### config.mk
export PLATFORM = sky130hd
export DESIGN_NAME = free_list_reuse_allocator_unit
export DESIGN_NICKNAME = d
export VERILOG_FILES = /design/src/rtl/core/flra_pkg.sv /design/src/rtl/core/flra_dp.sv /design/src/rtl/core/flra_ctrl.sv /design/src/rtl/core/free_list_reuse_allocator_unit.sv
export SDC_FILE = /design/constraint.sdc
export NUM_CORES = 2
export LEC_CHECK = 0
export BUFFER_PORTS_ARGS = -buffer_cell sky130_fd_sc_hd__buf_2
export CAP_MARGIN = 20
export CORE_ASPECT_RATIO = 0.8
export CORE_MARGIN = 2
export CORE_UTILIZATION = 30
export DETAILED_ROUTE_END_ITERATION = 12
export GPL_TIMING_DRIVEN = 0
export PLACE_DENSITY = 0.5
export SETUP_SLACK_MARGIN = 0.05
export SYNTH_ARGS = -nofsm -noshare
export SYNTH_HDL_FRONTEND = slang
export SYNTH_HIERARCHICAL = 1
export SYNTH_SLANG_ARGS = --single-unit
export TNS_END_PERCENT = 1
### constraint.sdc
create_clock -name clk -period 19.8 [get_ports clk]
set_input_delay 2.97 -clock clk [delete_from_list [all_inputs] [get_ports clk]]
set_output_delay 2.97 -clock clk [all_outputs]
set_load 0.1 [all_outputs]
### src/rtl/core/flra_pkg.sv
// Shared types, codes and constants of the free-list reuse allocator.
`timescale 1ns / 1ps

package flra_pkg;

	// Default sizing handed to the top level parameters
	localparam int STACK_DEPTH_DEF = 64;
	localparam int ALIGN_BYTES_DEF = 8;
	localparam int MIN_PIECE_DEF   = 24;

	// Stream payload widths
	localparam int IN_TDATA_W  = 72;
	localparam int IN_TUSER_W  = 1;
	localparam int OUT_TDATA_W = 40;
	localparam int OUT_TUSER_W = 3;

	// Item kinds on the input tuser
	localparam logic KIND_ALLOC  = 1'b0;
	localparam logic KIND_RETURN = 1'b1;

	// Caller flag: granted memory need not be zeroed
	localparam logic DIRTY_OK = 1'b1;

	// Result status codes
	localparam logic [2:0] ST_GRANTED   = 3'd0;
	localparam logic [2:0] ST_FALLBACK  = 3'd1;
	localparam logic [2:0] ST_KEPT      = 3'd2;
	localparam logic [2:0] ST_TOO_SMALL = 3'd3;
	localparam logic [2:0] ST_FULL      = 3'd4;
	localparam logic [2:0] ST_NULL      = 3'd5;

	// Alignment unit: steps after accept until the rounded size is ready
	localparam int ALIGN_STEPS = 2;

	// Controller to datapath
	typedef struct packed {
		logic       load_in;    // latch the accepted item
		logic       pop;        // read top entry, decrement count
		logic       push_in;    // push the returned piece
		logic       push_tail;  // push the split-off tail
		logic       res_load;   // load the output register
		logic [2:0] res_code;   // status for the output register
	} cmd_t;

	// Datapath to controller
	typedef struct packed {
		logic is_return;
		logic addr_zero;
		logic too_small;
		logic full;
		logic empty;
		logic fits;
		logic align_done;
		logic split_ok;
		logic out_free;
	} sts_t;

endpackage

### src/rtl/core/flra_dp.sv
// Datapath of the allocator: item latches, piece stack, alignment unit, result register.
`timescale 1ns / 1ps

module flra_dp #(
	parameter int STACK_DEPTH = flra_pkg::STACK_DEPTH_DEF,
	parameter int ALIGN_BYTES = flra_pkg::ALIGN_BYTES_DEF,
	parameter int MIN_PIECE   = flra_pkg::MIN_PIECE_DEF
) (
	input  logic                             clk,
	input  logic                             arst_n,
	input  logic [flra_pkg::IN_TDATA_W-1:0]  in_tdata,
	input  logic [flra_pkg::IN_TUSER_W-1:0]  in_tuser,
	input  flra_pkg::cmd_t                   cmd,
	output flra_pkg::sts_t                   sts,
	output logic                             out_valid,
	input  logic                             out_ready,
	output logic [flra_pkg::OUT_TDATA_W-1:0] out_tdata,
	output logic [flra_pkg::OUT_TUSER_W-1:0] out_tuser
);
	import flra_pkg::*;

	localparam int AW = $clog2(STACK_DEPTH);
	localparam int CW = $clog2(STACK_DEPTH + 1);
	localparam int AL = $clog2(ALIGN_BYTES);
	localparam int RW = AL + 1;
	localparam int SW = $clog2(ALIGN_STEPS + 1);
	// ceil(2^(32+AL) / ALIGN_BYTES): exact quotient for every 32-bit size
	localparam logic [63:0] RECIP_W = ((64'd1 << (32 + AL)) + 64'(ALIGN_BYTES - 1))
		/ 64'(ALIGN_BYTES);
	localparam logic [32:0] RECIP   = 33'(RECIP_W);

	// Latched item
	logic        kind_q;
	logic [31:0] addr_q;
	logic [31:0] size_q;
	logic        dirty_q;

	// Stack
	logic [63:0]   stack_q [STACK_DEPTH];
	logic [CW-1:0] count_q;
	logic [CW-1:0] cnt_m1;
	logic [63:0]   rd_q;
	logic [31:0]   rd_addr;
	logic [31:0]   rd_size;
	logic          wr_en;
	logic [63:0]   wr_data;

	// Alignment
	logic [64:0]   prod_q;
	logic [31:0]   quot;
	logic [31:0]   rem_full;
	logic [RW-1:0] rem_q;
	logic [RW-1:0] pad;
	logic [SW-1:0] step_q;
	logic [32:0]   aligned_q;
	logic [31:0]   tail_addr;
	logic [31:0]   tail_size;

	// Result register
	logic        out_valid_q;
	logic [2:0]  out_status_q;
	logic [31:0] out_addr_q;
	logic        out_clear_q;

	// Item latch
	always_ff @(posedge clk) begin
		if (cmd.load_in) begin
			kind_q  <= in_tuser[0];
			addr_q  <= in_tdata[31:0];
			size_q  <= in_tdata[63:32];
			dirty_q <= in_tdata[64];
		end
	end

	assign cnt_m1  = count_q - CW'(1);
	assign rd_addr = rd_q[31:0];
	assign rd_size = rd_q[63:32];

	// Stack write: returned piece or split tail into the slot above the current top
	assign wr_en     = cmd.push_in | cmd.push_tail;
	assign tail_addr = rd_addr + aligned_q[31:0];
	assign tail_size = rd_size - aligned_q[31:0];
	assign wr_data   = cmd.push_tail ? {tail_size, tail_addr} : {size_q, addr_q};

	always_ff @(posedge clk) begin
		if (wr_en) begin
			stack_q[count_q[AW-1:0]] <= wr_data;
		end
		if (cmd.pop) begin
			rd_q <= stack_q[cnt_m1[AW-1:0]];
		end
	end

	// Entry count
	always_ff @(posedge clk or negedge arst_n) begin
		if (!arst_n) begin
			count_q <= '0;
		end else if (cmd.pop) begin
			count_q <= cnt_m1;
		end else if (wr_en) begin
			count_q <= count_q + CW'(1);
		end
	end

	// Remainder of size by the alignment from the reciprocal product
	assign quot     = 32'(prod_q >> (32 + AL));
	assign rem_full = size_q - quot * 32'(ALIGN_BYTES);

	assign pad = (rem_q == '0) ? '0 : (RW'(ALIGN_BYTES) - rem_q);

	always_ff @(posedge clk or negedge arst_n) begin
		if (!arst_n) begin
			step_q <= '0;
		end else if (cmd.load_in) begin
			step_q <= '0;
		end else if (step_q < SW'(ALIGN_STEPS)) begin
			step_q <= step_q + SW'(1);
		end
	end

	// Product at accept, remainder next cycle, rounded size after that
	always_ff @(posedge clk) begin
		if (cmd.load_in) begin
			prod_q <= 65'(in_tdata[63:32]) * 65'(RECIP);
		end else if (step_q == SW'(0)) begin
			rem_q <= rem_full[RW-1:0];
		end else if (step_q == SW'(1)) begin
			aligned_q <= {1'b0, size_q} + 33'(pad);
		end
	end

	// Status to the controller
	assign sts.is_return  = (kind_q == KIND_RETURN);
	assign sts.addr_zero  = (addr_q == '0);
	assign sts.too_small  = (size_q < 32'(MIN_PIECE));
	assign sts.full       = (count_q == CW'(STACK_DEPTH));
	assign sts.empty      = (count_q == '0);
	assign sts.fits       = (rd_size >= size_q);
	assign sts.align_done = (step_q == SW'(ALIGN_STEPS));
	assign sts.split_ok   = ({2'b0, rd_size} >= ({1'b0, aligned_q} + 34'(MIN_PIECE)));
	assign sts.out_free   = !out_valid_q || out_ready;

	// Output register
	always_ff @(posedge clk or negedge arst_n) begin
		if (!arst_n) begin
			out_valid_q <= 1'b0;
		end else if (cmd.res_load) begin
			out_valid_q <= 1'b1;
		end else if (out_ready) begin
			out_valid_q <= 1'b0;
		end
	end

	always_ff @(posedge clk) begin
		if (cmd.res_load) begin
			out_status_q <= cmd.res_code;
			out_addr_q   <= (cmd.res_code == ST_GRANTED) ? rd_addr : '0;
			out_clear_q  <= (cmd.res_code == ST_GRANTED) && (dirty_q != DIRTY_OK);
		end
	end

	assign out_valid = out_valid_q;
	assign out_tdata = {7'b0, out_clear_q, out_addr_q};
	assign out_tuser = out_status_q;

endmodule

### src/rtl/core/flra_ctrl.sv
// Controller state machine of the allocator.
`timescale 1ns / 1ps

module flra_ctrl (
	input  logic           clk,
	input  logic           arst_n,
	input  logic           in_valid,
	output logic           in_ready,
	input  flra_pkg::sts_t sts,
	output flra_pkg::cmd_t cmd
);
	import flra_pkg::*;

	localparam logic [2:0] S_IDLE     = 3'd0;
	localparam logic [2:0] S_DISPATCH = 3'd1;
	localparam logic [2:0] S_POP      = 3'd2;
	localparam logic [2:0] S_FIT      = 3'd3;
	localparam logic [2:0] S_RESULT   = 3'd4;

	logic [2:0] state_q;
	logic [2:0] state_d;
	logic [2:0] code_q;
	logic [2:0] code_d;

	assign in_ready = (state_q == S_IDLE);

	// Next state and commands
	always_comb begin
		state_d       = state_q;
		code_d        = code_q;
		cmd           = '0;
		cmd.res_code  = code_q;
		cmd.load_in   = in_valid && in_ready;
		unique case (state_q)
			S_IDLE: begin
				if (in_valid) begin
					state_d = S_DISPATCH;
				end
			end
			S_DISPATCH: begin
				state_d = S_RESULT;
				if (sts.is_return) begin
					priority if (sts.addr_zero) begin
						code_d = ST_NULL;
					end else if (sts.too_small) begin
						code_d = ST_TOO_SMALL;
					end else if (sts.full) begin
						code_d = ST_FULL;
					end else begin
						code_d      = ST_KEPT;
						cmd.push_in = 1'b1;
					end
				end else if (sts.empty) begin
					code_d = ST_FALLBACK;
				end else begin
					cmd.pop = 1'b1;
					state_d = S_POP;
				end
			end
			S_POP: begin
				// popped entry is in the read register; too small ones are dropped
				priority if (sts.fits) begin
					state_d = S_FIT;
				end else if (sts.empty) begin
					code_d  = ST_FALLBACK;
					state_d = S_RESULT;
				end else begin
					cmd.pop = 1'b1;
				end
			end
			S_FIT: begin
				if (sts.align_done) begin
					cmd.push_tail = sts.split_ok;
					code_d        = ST_GRANTED;
					state_d       = S_RESULT;
				end
			end
			S_RESULT: begin
				if (sts.out_free) begin
					cmd.res_load = 1'b1;
					state_d      = S_IDLE;
				end
			end
			default: begin
				state_d = S_IDLE;
			end
		endcase
	end

	always_ff @(posedge clk or negedge arst_n) begin
		if (!arst_n) begin
			state_q <= S_IDLE;
			code_q  <= ST_GRANTED;
		end else begin
			state_q <= state_d;
			code_q  <= code_d;
		end
	end

endmodule

### src/rtl/core/free_list_reuse_allocator_unit.sv
// Top level of the LIFO free-list reuse allocator.
//
//  channel   dir  handshake                       payload
//  s_axis    in   s_axis_tvalid / s_axis_tready   tdata: addr, size, dirty; tuser: kind
//  m_axis    out  m_axis_tvalid / m_axis_tready   tdata: grant addr, clear; tuser: status
//
// One item at a time. A return, or an allocate on an empty stack, goes from the dispatch
// state to the result state. An allocate that fits passes dispatch, pop (one stack read
// per cycle while too-small pieces are popped), fit and result; a fall back after pops
// goes from pop to result. The aligned size is ready before it is first needed.
// Reset clears the entry count, the alignment step counter, the output valid flag and
// the controller. The result waits in an output register; a stalled m_axis holds the
// result and the next item is taken meanwhile, finishing only when the register frees.
`timescale 1ns / 1ps

module free_list_reuse_allocator_unit #(
	parameter int STACK_DEPTH = flra_pkg::STACK_DEPTH_DEF,
	parameter int ALIGN_BYTES = flra_pkg::ALIGN_BYTES_DEF,
	parameter int MIN_PIECE   = flra_pkg::MIN_PIECE_DEF
) (
	input  logic                             clk,
	input  logic                             arst_n,
	input  logic                             s_axis_tvalid,
	output logic                             s_axis_tready,
	// [31:0] piece_addr, [63:32] byte_size, [64] keep_dirty, [71:65] zero
	input  logic [flra_pkg::IN_TDATA_W-1:0]  s_axis_tdata,
	// [0] kind
	input  logic [flra_pkg::IN_TUSER_W-1:0]  s_axis_tuser,
	output logic                             m_axis_tvalid,
	input  logic                             m_axis_tready,
	// [31:0] grant_addr, [32] clear_needed, [39:33] zero
	output logic [flra_pkg::OUT_TDATA_W-1:0] m_axis_tdata,
	// [2:0] status
	output logic [flra_pkg::OUT_TUSER_W-1:0] m_axis_tuser
);
	import flra_pkg::*;

	cmd_t cmd;
	sts_t sts;

	// Controller
	flra_ctrl u_ctrl (
		.clk      (clk),
		.arst_n   (arst_n),
		.in_valid (s_axis_tvalid),
		.in_ready (s_axis_tready),
		.sts      (sts),
		.cmd      (cmd)
	);

	// Datapath
	flra_dp #(
		.STACK_DEPTH (STACK_DEPTH),
		.ALIGN_BYTES (ALIGN_BYTES),
		.MIN_PIECE   (MIN_PIECE)
	) u_dp (
		.clk       (clk),
		.arst_n    (arst_n),
		.in_tdata  (s_axis_tdata),
		.in_tuser  (s_axis_tuser),
		.cmd       (cmd),
		.sts       (sts),
		.out_valid (m_axis_tvalid),
		.out_ready (m_axis_tready),
		.out_tdata (m_axis_tdata),
		.out_tuser (m_axis_tuser)
	);

endmodule

[After elaboration in Yosys (flattened, before gate mapping)]
Memories as Yosys holds them, arrays and structs flattened. A register that Yosys moved wholly into a read port is not among the register bits.
Cells that the tools add are included.
Cells by class
  reduce and logical (&&, ||, !) cells: 18
  order comparisons: 4
  mux-type cells: 39
  eq/ne operators: 12
  bitwise operators: 4
  add/subtract/negate cells: 9
Operator list (count)
  $mux 64: 1
  $mux 3: 14
  $add 33x5->34 const B: 1
  $ge 32x34->1: 1
  $add 32x4->33: 1
  $add 32x32->32: 1
  $ge 32x32->1: 1
  $logic_not 32->1: 1
  $lt 32x5->1 const B: 1
  $sub 32x32->32: 1
  $mux 1: 16
  $pmux 3 s5: 1
  $mux 7: 2
  $pmux 3 s3: 1
  $ne 2x2->1 const B: 4
  $add 7x1->7 const B: 1
  $eq 7x7->1 const B: 1
  $logic_not 7->1: 1
  $sub 7x1->7 const B: 1
  $eq 3x2->1 const B: 2
  $logic_not 3->1: 2
  $reduce_and 3->1: 2
  $reduce_bool 2->1: 3
  $logic_not 4->1: 1
  other kinds (21): 25
Storage, ports and cells
  input port bits: 77
  flip-flop bits (word level): 155
  bits in writable memories: 4096
  memories kept: 1
  output and inout bits: 45
Memory list
  u_dp.stack_q: words 64, bits a word 64, rd ports 1, clocked after Yosys merged registers in 1, write ports 1, line flra_dp.sv:39  | logic [63:0] stack_q [STACK_DEPTH];

[Depth between registers and ports, before layout]
  depth after elaboration: 9
  gate-level depth with buffers: 24

[Cells and area by module]
Netlist, hierarchy kept.
Modules (own cells, without submodules)
  flra_dp: area each 169007.1 µm², cells an instance 7180, times used 1
  flra_ctrl: area each 427.9 µm², cells an instance 49, times used 1

[Least setup slack after synthesis]
No wires, ideal clock.
  path type: reg-to-reg
  start: reg u_dp.aligned_q[3]
  end: mem u_dp.stack_q[32][0], enable pin
  arrival: 10.069 ns
  path slack: 9.087 ns
  cell stages (with the launch flop): 20
  data required time: 19.156 ns
  cell sequence: edfxtp_1 inv_1 ha_1 nand3b_1 or4_1 or2_2 nor4_1 xnor2_1 ha_1 nand4_1 o311ai_0 o221a_2 o21ai_0 o21ai_0 and3_1 clkbuf_1 or2_2 clkbuf_1 nand3_1 nor4_1
RTL lines
  from (decl): line flra_dp.sv:55  | logic [32:0] aligned_q;
  from (signal assigned): line flra_dp.sv:128  | aligned_q <= {1'b0, size_q} + 33'(pad);
  to (decl): line flra_dp.sv:39

==> results_dict.tcl <==
set metrics [dict create \
    outcome "complete, no violations" \
    postCtsSetupBuffers 0 \
    clock.fmax_ghz 0.116 \
    nNetsFinal 8435 \
    wl_met3_um 46500 \
    cts_root_buf "clkbuf_16" \
    vdd_drop_max_mv 0.173 \
    cap_violations 0 \
    gp_congestion 0.908 \
    worst_pin_slew_ns 1.25 \
    cts_max_level 5 \
    n_fill_cell 50800 \
    die_width_um 844 \
    route.met2.wl_um 236000 \
    finalHoldViolations 0 \
    grt_pass1_wl_um 706000 \
    fin_ws_ns 11.19 \
    grt_max_degree 65 \
    io_buffers 107 \
    cts_hold_buf 0 \
    cpMaxStageDelayCell "clkbuf_1" \
    crit_type "reg -> reg" \
    rows 246 \
    synth_top_area_frac 0.762 \
    syn_avg_cell_area_um2 23.4 \
    period_share 0.435 \
    clock_latency_ns 1.02 \
    vias_per_cell 5.27 \
    ys_seq_area_frac 0.764 \
    wl_met1_um 218000 \
    crit_buf_inv 9 \
    path_clk_slew_ns 0.06 \
    clock_skew_ns 0.0810 \
    die_area_um2 571000 \
    synth_warnings 6 \
    cts_tree "done" \
    place_hpwl_um 386000 \
    design.core.area_um2 562000 \
    drc 0 \
    synth_common_cells "4298 x edfxtp_1, 1344 x mux4_2, 174 x clkbuf_1" \
    netlist_instances 7229 \
    pre_cts_ws_ns 11.31 \
    grt_pass1_vias 83700 \
    cts_buffers 441 \
    initial_core_util 0.302 \
    firstDrtPassIters 6 \
    vias 84600 \
    dieHeight_um 676 \
    cts.sinks 4314 \
    cpLargestDelayFamily "buffers and inverters" \
    synth_area_leader_cell "edfxtp_1" \
    start_kind "register" \
    timing.hold.ws_ns 0.513 \
    power.density_nw_per_um2 164 \
    slew_headroom 0.168 \
    drtIter0Drc 11500 \
    drive_gt1_frac 0.322 \
    leakage_uw 0.0627 \
    critPathMaxStageDelay_ns 0.93 \
    period_minus_slack_ns 8.61 \
    finalSetupViolations 0 \
    cpMostUsedCell "clkbuf_1" \
    yosysUniqueCellTypes 79 \
    total_power_uw 33100 \
    syn_area_um2 169000 \
    antenna_found_initial 49 \
    grt.overflow.total 0 \
    track_usage 0.179 \
    wl_per_cell_um 32.6 \
    top_layer "met5" \
    synth_area_leaders "edfxtp_1 76%, mux4_2 18%, ha_1 1.0%" \
    synth-edff-count 4298 \
    maxSlewViolCount 0 \
    wl_um 524000 \
    ys.flop_type "edfxtp_1" \
    cts_resized 0 \
    cts.path.max_buffers 4 \
    area_delta_synth_final_pct 19.2 \
    cp_data_required_time_ns 20.64 \
    crit_fanout 27 \
    worstHoldPathType "reg -> reg" \
    pin_count 122 \
    antenna_left 0 \
    async_flop_share 0.00371 \
    rsz0062_at_grt "false" \
    endpoint_kind "register" \
    synth.most_common_cell "edfxtp_1" \
    ys_ff_latch 4314 \
    arrival_ns 9.45 \
]
[cell usage in the layout, fill, tap and decap left out, drive strengths merged, types with 29 or more instances in the layout]
cell       n
nand3     29
nand4     40
diode     43
nor2     148
and2      39
clkbuf   726
inv      109
ha       136
clkinv   196
o21ai     74
xnor2     83
buf      725
mux4    1344
nor3      35
edfxtp  4298
a21o      49
a21oi     85
nand2     88
[metal layers]
metal | up-vias | track usage
met5 | - | 0
met4 | 14 | 0.0686
met3 | 825 | 0.0379
met2 | 4103 | 0.276
met1 | 46500 | 0.250
li1 | 33200 | -
[area by class of cell]
cell class              count  area (µm²)  area share
flip-flops and latches   4314      129000       0.641
clock inverters           250        2140      0.0106
plain buffers             358        1560     0.00772
well taps                7440        9310      0.0461
inverters                  94         353     0.00175
diodes                     43         108    0.000533
repair buffers            541        8360      0.0414
clock buffers             552       11600      0.0573
multi-input cells        2469       39100       0.194
[through the flow]
step           TNS, ns  cell area (µm²)  std cells  utilization
3_3_place_gp   -135.38           179000      14800        0.319
2_1_floorplan        0           169000       7235            -
5_1_grt              0           202000      16000        0.359
3_5_place_dp         0           188000      15200        0.334
4_1_cts              0           201000      16000        0.358
6_report             0           202000      16100        0.360
[sequential cells by signal, summed over array words and instances (netlist names), 2 cells and up]
signal           cells
u_ctrl/code_q        3
u_ctrl/state_q       3
u_dp/addr_q         32
u_dp/aligned_q      33
u_dp/count_q         7
u_dp/out_addr_q     32
u_dp/out_tuser       3
u_dp/prod_q         32
u_dp/rd_q           64
u_dp/rem_q           3
u_dp/stack_q      4096
u_dp/step_q          2
[kinds of logic (layout without fill, tap and decap cells)]
kind of cell	Yosys count	count (layout)	synth area share
buffers and inverters	452	1795	0.0111
AO/OA/AOI/OAI	329	329	0.0127
AND/OR/NAND/NOR	511	511	0.0155
multiplexers	1377	1377	0.181
adder cells (fa/ha/maj)	139	139	0.0104
XOR/XNOR	106	106	0.00552
flip-flops	4314	4314	0.764
other	1	50	0.0000221
[power by group]
group          total (µW)  internal, µW  switching (µW)
Combinational       13700          5660            8060
Sequential          11300         11000             292
Clock                8010          4490            3520
Total               33100         21200           11900
[worst paths after layout]
check	startpoint	to	slack (ns)	depth (start not counted)
worst max register to register	u_dp/aligned_q[3]$_DFFE_PP_	u_dp/stack_q[9][11]$_DFFE_PP_	11.19	26
min in group asynchronous	arst_n	u_dp/out_valid$_DFFE_PN0P_	1.92	1
max in group asynchronous	arst_n	u_ctrl/state_q[1]$_DFFE_PN0P_	17.48	1
worst min-delay path	u_dp/count_q[6]$_DFFE_PN0P_	u_dp/count_q[6]$_DFFE_PN0P_	0.51	1
worst max-delay path	u_dp/aligned_q[3]$_DFFE_PP_	u_dp/stack_q[9][11]$_DFFE_PP_	11.19	26
worst min register to register	u_dp/count_q[6]$_DFFE_PN0P_	u_dp/count_q[6]$_DFFE_PN0P_	0.51	1
Power figures use the tool's default switching activity.
